$ cat src/hdl/q2e_pkg.sv
`default_nettype none
package q2e_pkg;

  // Width of the CORDIC x/y datapath (sums reach about 2^33, gain 1.65)
  localparam int XW = 38;
  // Width of the sine/cosine terms in units of 2^-30
  localparam int TW = 36;
  // Square root datapath width (radicand up to 2^60)
  localparam int SQW = 61;
  // One cell per result bit of the square root
  localparam int SQRT_CELLS = 31;

  // atan(2^-i) on a 2^32 full-turn scale
  localparam logic [31:0] ATAN_TURN32 [0:31] = '{
    32'd536870912, 32'd316933406, 32'd167458907, 32'd85004756, 32'd42667331,
    32'd21354465, 32'd10679838, 32'd5340245, 32'd2670163, 32'd1335087,
    32'd667544, 32'd333772, 32'd166886, 32'd83443, 32'd41722, 32'd20861,
    32'd10430, 32'd5215, 32'd2608, 32'd1304, 32'd652, 32'd326, 32'd163,
    32'd81, 32'd41, 32'd20, 32'd10, 32'd5, 32'd3, 32'd1, 32'd1, 32'd0
  };

  // Terms carried alongside the square root chain
  typedef struct packed {
    logic signed [TW-1:0] sr;
    logic signed [TW-1:0] cr;
    logic signed [TW-1:0] sp;
    logic signed [TW-1:0] sy;
    logic signed [TW-1:0] cy;
    logic                 sat_pos;
    logic                 sat_neg;
  } side_t;

  // Rotation angle of one CORDIC step, rounded to the phase scale
  function automatic logic [31:0] atan_step(input int idx, input int ab);
    logic [32:0] t;
    logic [32:0] r;
    t = {1'b0, ATAN_TURN32[idx]};
    if (ab >= 32) begin
      r = t;
    end else begin
      r = (t + (33'd1 << (31 - ab))) >> (32 - ab);
    end
    return r[31:0];
  endfunction

endpackage
`default_nettype wire

$ cat src/hdl/q2e_sqrt_cell.sv
`default_nettype none
// One bit of the restoring integer square root
module q2e_sqrt_cell #(
  parameter int K = 0
) (
  input  wire logic                       clk,
  input  wire logic                       en,
  input  wire logic [q2e_pkg::SQW-1:0]    v_in,
  input  wire logic [q2e_pkg::SQW-1:0]    r_in,
  output logic      [q2e_pkg::SQW-1:0]    v_out,
  output logic      [q2e_pkg::SQW-1:0]    r_out
);

  localparam logic [q2e_pkg::SQW-1:0] BIT = {{(q2e_pkg::SQW-1){1'b0}}, 1'b1} << (60 - 2*K);

  logic [q2e_pkg::SQW-1:0] trial;

  assign trial = r_in + BIT;

  // Subtract the trial value where it fits, shift the root
  always_ff @(posedge clk) begin
    if (en) begin
      if (v_in >= trial) begin
        v_out <= v_in - trial;
        r_out <= (r_in >> 1) + BIT;
      end else begin
        v_out <= v_in;
        r_out <= r_in >> 1;
      end
    end
  end

endmodule
`default_nettype wire

$ cat config.mk
export PLATFORM = sky130hd
export DESIGN_NAME = q2e_sqrt_cell
export DESIGN_NICKNAME = d
export VERILOG_FILES = /design/src/hdl/q2e_pkg.sv /design/src/hdl/q2e_sqrt_cell.sv
export SDC_FILE = /design/constraint.sdc
export NUM_CORES = 1
export LEC_CHECK = 0
export BUFFER_PORTS_ARGS = -buffer_cell sky130_fd_sc_hd__buf_2
export CORE_ASPECT_RATIO = 0.6
export CORE_MARGIN = 3
export CORE_UTILIZATION = 40
export DETAILED_ROUTE_END_ITERATION = 8
export PLACE_DENSITY = 0.65
export SETUP_SLACK_MARGIN = 0.5
export SYNTH_ARGS = -nofsm -noshare
export SYNTH_HDL_FRONTEND = slang
export SYNTH_SLANG_ARGS = --single-unit
$ cat constraint.sdc
create_clock -name clk -period 3.4 [get_ports clk]
set_clock_uncertainty 0.1 [all_clocks]
set_input_delay 0.68 -clock clk [delete_from_list [all_inputs] [get_ports clk]]
set_output_delay 0.68 -clock clk [all_outputs]
set_load 0.1 [all_outputs]
* Yosys cells after proc, flatten, opt, wreduce, memory -nomap -nowiden *
Index checks and enable logic that the tools add are counted.

storage, ports and cells
  register bits = 122
  word-level logic and storage cells = 9
  bits of input ports = 124

cells by class
  add/subtract/negate cells = 3
  mux-type cells = 2
  $lt $le $gt $ge = 1

operators by type and width
  cell                      number
  $add A60 B61 Y61 const B  1
  $add A61 B61 Y61 const B  1
  $ge A61 B61 Y1            1
  $mux W61                  1
  $sub A61 B61 Y61          1
  $mux W60                  1

* Longest topological paths before layout *
  depth in word-level cells = 3
  gate-level depth with buffers = 16
  mapped depth without buffers = 13

* Least setup slack after synthesis *
No wires, ideal clock.

  path type = in2reg
  start point = input v_in[0] (netlist name)
  end point = register v_out[58] (netlist name) (data pin)
  cell stages on the path = 13
  data required time = 3.040 ns
  buffers on the path = 0
  data arrival time = 3.204 ns
  setup time = 0.260 ns
  slack = -0.163 ns
  cells stage by stage = inv_1 ha_1 fa_1 nor2b_1 o31a_1 o31a_1 o2111ai_2 a32o_2 o41ai_2 a31oi_2 o31ai_2 xor2_1 mux2_2

on the way
  cells in the longest elaborated chain, start to end = 2
  elaborated cells between the ends (all ways) = 3
  those cells by class = 1 x add/sub; 1 x order compare; 1 x mux

RTL lines
  what                                                RTL line                                  source
  from (decl)                                         q2e_sqrt_cell.sv:8                        input wire logic [q2e_pkg::SQW-1:0] v_in,
  $sub A61 B61 Y61 or $ge A61 B61 Y1 (tied branches)  q2e_sqrt_cell.sv:24, q2e_sqrt_cell.sv:23
  $mux W61 (*)                                        q2e_sqrt_cell.sv:23                       if (v_in >= trial) begin
  to (signal assigned)                                q2e_sqrt_cell.sv:24                       v_out <= v_in - trial;
  to (signal assigned)                                q2e_sqrt_cell.sv:27                       v_out <= v_in;
  to (decl)                                           q2e_sqrt_cell.sv:10                       output logic [q2e_pkg::SQW-1:0] v_out,

Mark *: on every way between the ends. The rest lies on a longest branch, timed or not.
A chain may end at the register's enable or synchronous reset.

* Worst setup path in the final report *
Same ends and word-level chain as after synthesis.

==> flow_summary.ini <==
[timing]
post-route-period-util_pct = 97.2
maxSlewViolCount = 0
rsz0062_at_grt = true
hold_viol = 0
maxSlewHeadroom_pct = 64.3
setup-violations-final = 0
fmaxAchievable_mhz = 303
fin_tns_setup_ns = 0
worst_pin_slew_ns = 0.536
fin_ws_ns = 0.0944
min_period_ns = 3.31
whs_ns = 0.328

[power]
power_uw = 7230
powerDensity_nw_per_um2 = 516
p_leak_uw = 0.00625
peakVddDrop_mv = 0.393

[clock_tree]
cts_root_buf = clkbuf_16
ctsHtreeMaxLevel = 4
cts_buffer_depth = 2
cts.sinks = 122
cts_buffers = 17
cts.clk_slew.worst_paths_ns = 0.06
tritoncts = done
cts_hold_buf = 0

[floorplan]
boundaryPins = 246
core_area_um2 = 20500
rows = 40
start_util_pct = 41.7
die_x_um = 195
die_area_um2 = 23200
dieHeight_um = 119

[final_layout]
drive_gt1_share_pct = 57.1
final_nets = 1512
syn_to_final_growth_pct = 64.0
stdcell_area_um2 = 14000

[placement]
place_ws_ns = -0.514
dpl_cell_area_um2 = 11800
port_buffers = 245
hpwl_um = 22100
gp_congestion = 0.909

[route]
num_vias = 8400
dr.pass1.iters = 5
vias_per_cell = 5.21
routed_wl_um = 30100
drt_iter0_markers = 496
drc = 0
ant_nets = 0
routedWlPerCell_um = 18.7

[worst_setup_path]
crit_path_start_kind = input pin
startpoint = v_in[0]
critPathMaxFanout = 3
endpoint_kind = flip-flop
path_class = input pin to flip-flop
crit_arrival_ns = 3.38
required_ns = 3.48

[synth]
yosys_warnings = 0
synth_fp_nets = 1032
netlist_area_um2 = 8540
synthArstFlopShare_pct = 0
ys.flop_type = edfxtp_1
synth_edf_count = 122
ys_seq_area_share_pct = 42.9
synth_seq_cells = 122
ys_types = 67
synth_top_area_cell = edfxtp_1
synthCells = 846
syn_avg_cell_area_um2 = 10.1
synth_area_leaders = edfxtp_1 (43%), ha_1 (8.9%), a21oi_1 (5.1%)
synth_top_area_share_pct = 42.9

[job]
maxCapViolations = 0

[global_routing]
grt_pass1_wl_um = 46300
grt_max_degree = 55
grt_pass1_vias = 8288
antenna_found_initial = 5
grt_util_all_layers_pct = 25.5
grt_overflow_total = 0

[min_path]
hp-start = r_in[14]
hp-class = input pin to flip-flop

[status]
status = finished, final reports clean
-- state kept, by name (all words and copies together) (netlist names) --
| signal | flops |
|---|---|
| r_out | 61 |
| v_out | 61 |
-- cell type report --
cell class,count,area (um2)
antenna,1,2.50
inverter,70,288
sequential,122,3660
timing repair buffer,505,3660
tap,273,342
clock buffer,19,433
multi-input combinational,610,5440
clock inverter,13,176
fill,1594,6470
-- repair_timing --
action / in CTS / in global routing
gates cloned: 5 / 0
setup buffers: 26 / 11
pin swaps: 54 / 21
endpoints found under the setup margin: 62 / 62
resized for setup: 167 / 65
-- worst paths after layout --
check   endpoint  slack (ns)  depth (start not counted)
min    r_out[13]        0.33                          1
max    v_out[58]        0.09                         14
-- worst max-delay path, cell delays in order --
cell	delay [ns]
buf_8	0.09
inv_8	0.03
ha_4	0.14
fa_2	0.37
nor2b_4	0.14
o31a_1	0.15
o31a_1	0.25
o2111ai_2	0.16
a32o_2	0.30
o41ai_2	0.24
a31oi_2	0.20
o31ai_2	0.27
xor2_1	0.09
mux2_4	0.26
-- kinds of logic (layout without fill, tap and decap cells) --
family	Yosys count	in the layout	share of synthesized area [%]
compound gates	246	246	19.6
xor+xnor	57	57	5.85
fa+ha+maj	62	62	9.17
buf+inv	114	607	6.55
flops	122	122	42.9
mux	19	19	2.51
other cells	0	1	0
simple gates	226	226	13.4
-- power by group --
group,total (uW),internal (uW),switching [uW]
clock network,1920,1220,701
logic,3400,1140,2260
registers,1910,1870,42.8
-- Yosys cell counts, types with 26 or more instances --
master    number
o21ai_0       26
a21oi_1       87
a21oi_2       28
xor2_1        30
xnor2_1       27
edfxtp_1     122
nor2_1        67
ha_1          61
a21o_1        32
nand4_1       27
inv_1         70
nand2_1       54
-- metrics by stage --
stage	utilization, %	instances
floorplan	-	846
global placement	57.5	1538
detailed placement	57.5	1538
CTS	66.4	1601
global route	68.4	1613
finish	68.4	1613
-- cells in the final DEF (no fill, tap or decap), drive strengths merged, types with 3 or more instances in the layout --
cell	n
nand2b	5
bufinv	4
nor3	10
a221oi	4
o31a	3
buf	505
edfxtp	122
o31ai	3
a31oi	5
and2	4
xnor2	27
ha	61
and4	4
o21a	9
xor2	30
a21boi	4
or2	3
o21bai	18
or3	5
inv	70
nand3	9
and3	5
clkinv	7
nand2	55
nor2	86
mux2	19
nor2b	5
a31o	3
clkbuf	19
a21o	32
a21oi	115
nand4	28
o211ai	7
o21ai	30
-- layer usage --
metal	part of all wire, %	vias to the layer above	track usage (%)
li1	-	4039	-
met1	48	4016	37.7
met2	42	302	36.7
met3	8.3	35	7.80
met4	1.1	8	5.65
met5	0.18	-	0
No activity file was read; power rests on OpenSTA's default activity.
